### src/design/kps_pkg.sv
// Shared types, constants and key code table for the keypad scanner.
`default_nettype none
package kps_pkg;
	localparam int COUNT_WIDTH = 16;
	localparam int REG_WIDTH = 16;
	localparam int CFG_INDEX_WIDTH = 2;

	typedef logic [COUNT_WIDTH-1:0] count_t;
	typedef logic [REG_WIDTH-1:0] reg_t;
	typedef logic [CFG_INDEX_WIDTH-1:0] cfg_index_t;

	localparam cfg_index_t REG_SETTLE = 2'd0;
	localparam cfg_index_t REG_DEBOUNCE = 2'd1;

	localparam count_t COUNT_MAX = {COUNT_WIDTH{1'b1}};

	localparam reg_t SETTLE_RESET = 16'd2;
	localparam reg_t DEBOUNCE_RESET = 16'd25;

	typedef struct packed {
		logic [3:0] col_drive;
		logic       key_valid;
		logic [3:0] key_code;
	} kps_result_t;

	function automatic count_t clip_limit(input reg_t v);
		logic [32:0] ext;
		ext = 33'(v);
		if (ext > 33'(COUNT_MAX)) begin
			return COUNT_MAX;
		end
		return count_t'(ext);
	endfunction

	function automatic logic [3:0] key_lookup(input logic [1:0] col, input logic [1:0] row);
		logic [3:0] code;
		code = 4'd0;
		unique case ({col, row})
			4'h0: code = 4'd1;
			4'h1: code = 4'd4;
			4'h2: code = 4'd7;
			4'h3: code = 4'd14;
			4'h4: code = 4'd2;
			4'h5: code = 4'd5;
			4'h6: code = 4'd8;
			4'h7: code = 4'd0;
			4'h8: code = 4'd3;
			4'h9: code = 4'd6;
			4'hA: code = 4'd9;
			4'hB: code = 4'd15;
			4'hC: code = 4'd10;
			4'hD: code = 4'd11;
			4'hE: code = 4'd12;
			4'hF: code = 4'd13;
			default: code = 4'd0;
		endcase
		return code;
	endfunction
endpackage
`default_nettype wire

### src/design/kps_fsm.sv
// Scan state machine with wait counter and configuration registers.
`default_nettype none
module kps_fsm (
	input  wire logic                clk,
	input  wire logic                arst_n,
	input  wire logic                step,
	input  wire logic [3:0]          rows,
	input  wire logic                cfg_we,
	input  wire kps_pkg::cfg_index_t cfg_index,
	input  wire kps_pkg::reg_t       cfg_data,
	output kps_pkg::kps_result_t     result
);
	import kps_pkg::*;

	localparam logic [2:0] PH_IDLE    = 3'd0;
	localparam logic [2:0] PH_PDEB    = 3'd1;
	localparam logic [2:0] PH_SCAN    = 3'd2;
	localparam logic [2:0] PH_RELEASE = 3'd3;
	localparam logic [2:0] PH_RDEB    = 3'd4;

	reg_t       settle_q;
	reg_t       debounce_q;
	logic [2:0] phase_q;
	logic [1:0] col_q;
	count_t     count_q;
	logic [3:0] held_q;

	logic [2:0] phase_d;
	logic [1:0] col_d;
	count_t     count_d;
	logic [3:0] held_d;
	count_t     deb;
	count_t     settle_lim;
	count_t     bumped;
	logic [1:0] first_row;
	logic       any_row;

	assign deb = clip_limit(debounce_q);
	assign settle_lim = clip_limit((settle_q == '0) ? reg_t'(1) : settle_q);
	assign bumped = (count_q == COUNT_MAX) ? count_q : count_q + count_t'(1);
	assign any_row = (rows != 4'd0);

	always_comb begin
		if (rows[0]) begin
			first_row = 2'd0;
		end else if (rows[1]) begin
			first_row = 2'd1;
		end else if (rows[2]) begin
			first_row = 2'd2;
		end else begin
			first_row = 2'd3;
		end
	end

	always_comb begin
		phase_d = phase_q;
		col_d = col_q;
		count_d = count_q;
		held_d = held_q;
		result.col_drive = 4'hF;
		result.key_valid = 1'b0;
		result.key_code = 4'd0;
		unique case (phase_q)
			PH_PDEB: begin
				count_d = bumped;
				if (bumped >= deb) begin
					phase_d = PH_SCAN;
					col_d = 2'd0;
					count_d = '0;
				end
			end
			PH_SCAN: begin
				result.col_drive = 4'b0001 << col_q;
				count_d = bumped;
				if (bumped >= settle_lim) begin
					count_d = '0;
					if (any_row) begin
						held_d = key_lookup(col_q, first_row);
						phase_d = PH_RELEASE;
					end else begin
						col_d = col_q + 2'd1;
					end
				end
			end
			PH_RELEASE: begin
				count_d = bumped;
				if (bumped >= settle_lim && !any_row) begin
					count_d = '0;
					if (deb == '0) begin
						result.key_valid = 1'b1;
						result.key_code = held_q;
						phase_d = PH_IDLE;
					end else begin
						phase_d = PH_RDEB;
					end
				end
			end
			PH_RDEB: begin
				count_d = bumped;
				if (bumped >= deb) begin
					result.key_valid = 1'b1;
					result.key_code = held_q;
					phase_d = PH_IDLE;
					count_d = '0;
				end
			end
			default: begin
				phase_d = PH_IDLE;
				if (any_row) begin
					count_d = '0;
					if (deb == '0) begin
						phase_d = PH_SCAN;
						col_d = 2'd0;
					end else begin
						phase_d = PH_PDEB;
					end
				end
			end
		endcase
	end

	always_ff @(posedge clk or negedge arst_n) begin
		if (!arst_n) begin
			settle_q <= SETTLE_RESET;
			debounce_q <= DEBOUNCE_RESET;
		end else if (cfg_we) begin
			unique case (cfg_index)
				REG_SETTLE:   settle_q <= cfg_data;
				REG_DEBOUNCE: debounce_q <= cfg_data;
				default: ;
			endcase
		end
	end

	always_ff @(posedge clk or negedge arst_n) begin
		if (!arst_n) begin
			phase_q <= PH_IDLE;
			col_q <= 2'd0;
			count_q <= '0;
			held_q <= 4'd0;
		end else if (step) begin
			phase_q <= phase_d;
			col_q <= col_d;
			count_q <= count_d;
			held_q <= held_d;
		end
	end

`ifndef SYNTHESIS
	a_scan_onehot: assert property (@(posedge clk) disable iff (!arst_n)
		step && phase_q == PH_SCAN |-> $onehot(result.col_drive))
		else $error("column drive not one-hot during scan");

	a_emit_to_idle: assert property (@(posedge clk) disable iff (!arst_n)
		step && result.key_valid |=> phase_q == PH_IDLE)
		else $error("phase not idle after key emit");

	a_code_quiet: assert property (@(posedge clk) disable iff (!arst_n)
		!result.key_valid |-> result.key_code == 4'd0)
		else $error("key code nonzero without key valid");

	a_hold_on_idle_step: assert property (@(posedge clk) disable iff (!arst_n)
		!step |=> $stable(phase_q) && $stable(count_q) && $stable(col_q))
		else $error("scan state moved without a step");
`endif
endmodule
`default_nettype wire

### src/design/matrix_keypad_scanner_unit.sv
// Top level of the 4x4 keypad scanner: input register, scan logic, result register.
`default_nettype none
// One row sample item in gives one result item out. Items flow at one per cycle:
// the scan state (phase, column, wait counter, held code) is updated in the
// cycle an item moves from the input register into the result register, so a new
// item is taken every cycle while the result side keeps up. An item goes through
// both registers before it is offered. Configuration writes take effect at
// once and are meant to be issued while no item is in flight.
module matrix_keypad_scanner_unit (
	input  wire logic                clk,
	input  wire logic                arst_n,
	input  wire logic                in_valid,
	output logic                     in_ready,
	input  wire logic [3:0]          row_levels,
	output logic                     out_valid,
	input  wire logic                out_ready,
	output logic [3:0]               col_drive,
	output logic                     key_valid,
	output logic [3:0]               key_code,
	input  wire logic                cfg_we,
	input  wire kps_pkg::cfg_index_t cfg_index,
	input  wire kps_pkg::reg_t       cfg_data
);
	import kps_pkg::*;

	logic        v_s1;
	logic [3:0]  rows_s1;
	logic        v_s2;
	kps_result_t res_s2;
	kps_result_t res;
	logic        advance;
	logic        step;

	assign advance = !v_s2 || out_ready;
	assign step = v_s1 && advance;
	assign in_ready = !v_s1 || advance;

	kps_fsm u_fsm (
		.clk       (clk),
		.arst_n    (arst_n),
		.step      (step),
		.rows      (rows_s1),
		.cfg_we    (cfg_we),
		.cfg_index (cfg_index),
		.cfg_data  (cfg_data),
		.result    (res)
	);

	always_ff @(posedge clk or negedge arst_n) begin
		if (!arst_n) begin
			v_s1 <= 1'b0;
		end else if (in_ready) begin
			v_s1 <= in_valid;
		end
	end

	always_ff @(posedge clk) begin
		if (in_ready && in_valid) begin
			rows_s1 <= row_levels;
		end
	end

	always_ff @(posedge clk or negedge arst_n) begin
		if (!arst_n) begin
			v_s2 <= 1'b0;
		end else if (advance) begin
			v_s2 <= v_s1;
		end
	end

	always_ff @(posedge clk) begin
		if (step) begin
			res_s2 <= res;
		end
	end

	assign out_valid = v_s2;
	assign col_drive = res_s2.col_drive;
	assign key_valid = res_s2.key_valid;
	assign key_code = res_s2.key_code;
endmodule
`default_nettype wire
### config.mk
export PLATFORM = sky130hd
export DESIGN_NAME = matrix_keypad_scanner_unit
export DESIGN_NICKNAME = d
export VERILOG_FILES = /design/src/design/kps_pkg.sv /design/src/design/kps_fsm.sv /design/src/design/matrix_keypad_scanner_unit.sv
export SDC_FILE = /design/constraint.sdc
export NUM_CORES = 1
export LEC_CHECK = 0
export BUFFER_PORTS_ARGS = -buffer_cell sky130_fd_sc_hd__buf_2
export CAP_MARGIN = 0
export CORE_ASPECT_RATIO = 1.5
export CORE_UTILIZATION = 64
export CTS_BUF_LIST = sky130_fd_sc_hd__clkbuf_8
export DETAILED_ROUTE_END_ITERATION = 16
export PLACE_DENSITY = 0.85
export SETUP_SLACK_MARGIN = 0.15
export SLEW_MARGIN = 20
export SYNTH_ARGS = -nofsm -noshare
export SYNTH_HDL_FRONTEND = slang
export SYNTH_SLANG_ARGS = --single-unit
### constraint.sdc
create_clock -name clk -period 11.85 [get_ports clk]
set_input_delay 1.185 -clock clk [delete_from_list [all_inputs] [get_ports clk]]
set_output_delay 1.185 -clock clk [all_outputs]
set_load 0.1 [all_outputs]
# Yosys cells after proc, flatten, opt, wreduce, memory -nomap -nowiden
# Memory sizes are Yosys's and may differ from the RTL's. A register that Yosys moved wholly into a read port is not among the register bits.
# Index checks and enable logic that the tools add are counted.
totals:
  latchBits: 0
  elab_cells: 83
  memories: 1
  mem_bits_ro: 64
  output_inout_bits: 11
  input_bits: 27
  ff_bits: 68
  mem_bits_rw: 0
classes:
  eq_ne: 12
  n_mul: 0
  addsub: 2
  magnitude_cmp: 2
  n_shift: 1
  bitwise: 1
  n_div: 0
  mux: 29
  reduce_logical: 24
mem_list:
  columns: ["name", "depth", "width", "rd", "rd_ports_with_merged_regs", "write_ports", "line_no", "text"]
  rows:
  - ["(name not given)", 16, 4, 1, 1, 0, "kps_pkg.sv:38", "unique case ({col, row})"]
ops:
  columns: ["cell", "n"]
  rows:
  - ["$mux W16", 6]
  - ["$pmux W16 S3", 1]
  - ["$ge A16 B16 Y1", 2]
  - ["$logic_not A16 Y1", 2]
  - ["$mux W3", 7]
  - ["$add A16 B1 Y16 const B", 1]
  - ["$eq A16 B16 Y1 const B", 1]
  - ["$mux W2", 8]
  - ["$mux W5", 3]
  - ["$pmux W3 S4", 1]
  - ["$ne A2 B1 Y1 const B", 5]
  - ["$pmux W5 S2", 1]
  - ["$reduce_bool A4 Y1", 2]
  - ["$reduce_and A7 Y1", 1]
  - ["$eq A3 B2 Y1 const B", 2]
  - ["$pmux W2 S3", 1]
  - ["$reduce_and A2 Y1", 3]
  - ["$reduce_and A6 Y1", 1]
  - ["$reduce_bool A3 Y1", 2]
  - ["$logic_not A1 Y1", 4]
  - ["$reduce_and A4 Y1", 1]
  - ["$reduce_or A2 Y1", 2]
  - ["$shl A1 B2 Y4 const A", 1]
  - ["$eq A3 B1 Y1 const B", 1]
  - ["other kinds (9)", 12]

# Depth between registers and ports, before layout
depth:
  ltp_word: 6
  ltp_mapped: 18
  depth_no_buf: 16

# Hierarchy
# Synthesis repeated with hierarchy kept, for this count alone.
unflattened:
  cells_unflattened: 460
  hier_area_um2: 4399.2
by_module_without_submodules:
  columns: ["mod", "instances", "cells_each", "area_each_um2", "seq_area_each_um2"]
  rows:
  - ["kps_fsm", 1, 439, 3905.0, 1431.4]
  - ["matrix_keypad_scanner_unit", 1, 21, 494.2, 440.4]

# Worst setup path before layout
# No wires, ideal clock.
synth_timing:
  kind: "register -> register"
  startpoint: "register u_fsm.count_q[0]"
  endpoint: "register res_s2 (netlist bit key_code[0]) (data pin)"
  path_buffers: 1
  path_slack_ns: 8.057
  t_arrival_ns: 3.539
  path_stages_with_launch: 18
  required_time_ns: 11.595
  period_less_slack_ns: 3.793
  setup_ns: 0.255
  cell_sequence: "dfrtp_1 -> ha_1 -> and3_1 -> nand2_1 -> nor3_1 -> nor2_1 -> nand2_1 -> xnor2_1 -> ha_1 -> a21oi_1 -> o211ai_1 -> mux2_2 -> a41oi_1 -> o221a_1 -> buf_6 -> nor3b_2 -> o2bb2ai_1 -> and2_1"
synth_rtl:
  columns: ["element", "line_no", "text"]
  rows:
  - ["from (decl)", "kps_fsm.sv:25", "count_t count_q;"]
  - ["from (signal assigned)", "kps_fsm.sv:144", "count_q <= count_d;"]
  - ["to (signal assigned)", "matrix_keypad_scanner_unit.sv:73", "res_s2 <= res;"]
  - ["to (decl)", "matrix_keypad_scanner_unit.sv:29", "kps_result_t res_s2;"]

==> impl_metrics.env <==
export IMPL_async_flop_share_pct=81.9
export IMPL_hpwl_um=7480
export IMPL_grt_pass1_wl_um=16800
export IMPL_num_antenna_cells=0
export IMPL_fin_crit_sh_pct=39.2
export IMPL_worst_pin_slew_ns=0.814
export IMPL_critPathLaunch="u_fsm.count_q[0]$_DFFE_PN0P_"
export IMPL_routedWlPerCell_um=17.8
export IMPL_grt_max_degree=60
export IMPL_firstDrtPassIters=5
export IMPL_wl_met2_um=5360
export IMPL_fin_nets=543
export IMPL_status="finished clean"
export IMPL_via_count=3613
export IMPL_crit_fanout=10
export IMPL_hold_class="reg2reg"
export IMPL_final_hold_viol_count=0
export IMPL_worstPathCellList="ha_1 > and3_1 > nand2_1 > nor3_1 > nor2_1 > nand2_1 > xnor2_1 > ha_1 > a21oi_1 > o211ai_1 > mux2_2 > a41oi_1 > o221a_1 > nor3b_2 > o2bb2ai_1 > and2_1"
export IMPL_drc=0
export IMPL_path_class="reg2reg"
export IMPL_critPathRequiredTime_ns=11.97
export IMPL_ys_top_cells_by_area="dfrtp_1 (31%), ha_1 (9.4%), edfxtp_1 (8.9%)"
export IMPL_synth_top_cell_by_area="dfrtp_1"
export IMPL_gr_usage_all_layers_pct=30.7
export IMPL_cts_resized=0
export IMPL_ys_flop_type="dfrtp_1"
export IMPL_max_freq_ghz=0.216
export IMPL_synth_xor_area_share_pct=3.00
export IMPL_top_layer="met4"
export IMPL_synth_top_family_by_area="simple AND/OR/NAND/NOR gates"
export IMPL_rsz0062_at_grt="no"
export IMPL_drt_wl_total_um=10100
export IMPL_final_core_util_pct=73.3
export IMPL_ys_seq_elements=72
export IMPL_slew_headroom_pct=45.5
export IMPL_finalSetupTns_ns=0
export IMPL_cts_max_level=3
export IMPL_start_util_pct=67.0
export IMPL_syn_to_final_growth_pct=9.50
export IMPL_row_count=36
export IMPL_syn_inst=450
export IMPL_rr_worst_depth=16
export IMPL_synth_compound_area_share_pct=16.4
export IMPL_worst_setup_path_start_kind="flop"
export IMPL_powerDensity_nw_per_um2=163
export IMPL_wirelength_met1_um=3730
export IMPL_skew_ns=0.00655
export IMPL_dr_wl_met3_um=437
export IMPL_coreArea_um2=6530
export IMPL_die_area_um2=7180
export IMPL_post_cts_setup_buffers=0
export IMPL_crit_end="key_code[3]$_DFFE_PP_"
export IMPL_antenna_left=0
export IMPL_ys_seq_area_share_pct=42.8
export IMPL_setup_viol=0
export IMPL_synthAdderAreaFrac_pct=9.44
export IMPL_insertion_delay_ns=0.36
export IMPL_cts_hold_fix_buffers=0
export IMPL_max_cap_viol_count=0
export IMPL_p_leak_nw=2.26
export IMPL_netlist_area_um2=4370
export IMPL_place_congestion=0.908
export IMPL_cts_made_buffers=9
export IMPL_synth_fp_nets=510
export IMPL_port_buffers=37
export IMPL_synth_most_common_cell="dfrtp_1"
export IMPL_cts_root_buf="clkbuf_8"
export IMPL_ios=38
export IMPL_cts_sinks=72
export IMPL_overflow=0
export IMPL_end_kind="flop"
export IMPL_drt_iter0_drc=249
export IMPL_avgSynthCellArea_um2=9.72
export IMPL_cp_data_arrival_time_ns=4.76
export IMPL_slowest_stage="nor3_1"
export IMPL_cts_max_path_buffers=2
export IMPL_final_layout_size_suffix_gt1_share_pct=18.0
export IMPL_die_y_um=103
export IMPL_synth_edff_count=13
export IMPL_drv_slew=0
export IMPL_yosys_top_cells_count="dfrtp_1 (55), nand2_1 (45), inv_1 (37)"
export IMPL_post_route_min_period_ns=4.64
export IMPL_cts_tree="built"
export IMPL_synthMuxAreaShare_pct=5.86
export IMPL_ff2ff_setup_slack_ns=7.21
export IMPL_yosysWarnings=0
export IMPL_finalPower_mw=0.782
export IMPL_r2r_end="key_code[3]$_DFFE_PP_"
export IMPL_peakVddDrop_mv=0.112
export IMPL_die_w_um=69.5
export IMPL_r2r_start="u_fsm.count_q[0]$_DFFE_PN0P_"
export IMPL_slowest_delay_ns=0.65
export IMPL_grt_pass1_vias=3533
export IMPL_clk_pin_slew_ns=0.08
export IMPL_synth_distinct_cells=56
export IMPL_synthSimpleGateAreaFrac_pct=17.3
export IMPL_vias_per_cell=6.41
export IMPL_synth_top_cell_area_share_pct=31.5
export IMPL_grt_antenna_before_repair=0
==> flip-flops by register name, summed over array words and instances (netlist names), 2 cells and up <==
name / count
u_fsm.col_q: 2
rows_s1: 4
u_fsm.deb: 16
u_fsm.settle_q: 16
u_fsm.held_q: 4
u_fsm.count_q: 16
col_drive: 4
key_code: 4
u_fsm.phase_q: 3
==> through the flow <==
step	hold slack [ns]	area [um^2]	setup WS (ns)	instances
2_1_floorplan	0.457	4370	8.06	450
3_3_place_gp	0.463	4590	7.48	548
3_5_place_dp	0.485	4590	7.31	548
4_1_cts	0.503	4790	7.28	564
5_1_grt	0.521	4790	6.82	564
6_report	0.500	4790	7.21	564
==> how the worst min path moves through the flow <==
| stage | startpoint | end | slack (ns) | cells after the start |
|---|---|---|---|---|
| after floorplan | v_s1$_DFFE_PN0N_ | out_valid$_DFFE_PN0P_ | 0.46 | 1 |
| after global placement | v_s1$_DFFE_PN0N_ | out_valid$_DFFE_PN0P_ | 0.46 | 1 |
| after detailed placement | v_s1$_DFFE_PN0N_ | out_valid$_DFFE_PN0P_ | 0.48 | 1 |
| after CTS | v_s1$_DFFE_PN0N_ | out_valid$_DFFE_PN0P_ | 0.50 | 1 |
| after global routing | v_s1$_DFFE_PN0N_ | out_valid$_DFFE_PN0P_ | 0.52 | 1 |
| final | u_fsm.held_q[1]$_DFFE_PN0P_ | u_fsm.held_q[1]$_DFFE_PN0P_ | 0.50 | 1 |
==> cell families (layout without fill, tap and decap cells) <==
family | count (synthesis) | count (layout)
mux | 23 | 23
flops | 72 | 72
simple gates | 147 | 147
xor+xnor | 15 | 15
buf+inv | 55 | 93
fa+ha+maj | 33 | 33
compound gates | 105 | 105
==> cell type report <==
cell class | count | area [um^2]
Inverter | 37 | 139
Timing Repair Buffer | 40 | 208
Tap cell | 76 | 95.1
Clock inverter | 7 | 72.6
Sequential cell | 72 | 1870
Clock buffer | 9 | 124
Multi-Input combinational cell | 323 | 2280
Fill cell | 463 | 1740
==> critical path, delay by kind of cell, from the launching register on <==
family | cells | cell delay [ns]
flip-flops | 1 | 0.44
XOR/XNOR | 1 | 0.18
AND/OR/NAND/NOR | 7 | 1.56
AO/OA/AOI/OAI | 5 | 1.34
adder cells (fa/ha/maj) | 2 | 0.59
multiplexers | 1 | 0.28
==> placed cells by master (no fill, tap or decap), types with 5 or more instances in the layout <==
cell type,count
nand2b_1,7
nand3_1,13
a31oi_1,5
inv_1,37
nor4_1,7
o21ai_0,25
and4_1,5
nor3_1,6
mux2_2,21
buf_2,37
a21o_1,6
nand4_1,9
dfrtp_1,55
o211ai_1,5
xnor2_1,11
edfxtp_1,13
nand2_1,45
ha_1,33
nor2_1,27
or3_1,5
a22o_1,12
and2_1,6
a21oi_1,20
clkbuf_8,9
a211oi_1,5
==> report_power, final <==
group	leakage, nW	internal (mW)	switching (mW)
Clock	0.0952	0.0969	0.0944
Combinational	1.30	0.0890	0.163
Sequential	0.861	0.294	0.0447
==> routing by layer <==
metal  global-route usage, %  vias to the layer above
met5                       0                        -
met4                    21.2                        0
met3                    5.04                       39
met2                    57.1                      152
met1                    31.7                     1731
li1                        -                     1691
No activity file was read; power rests on OpenSTA's default activity.
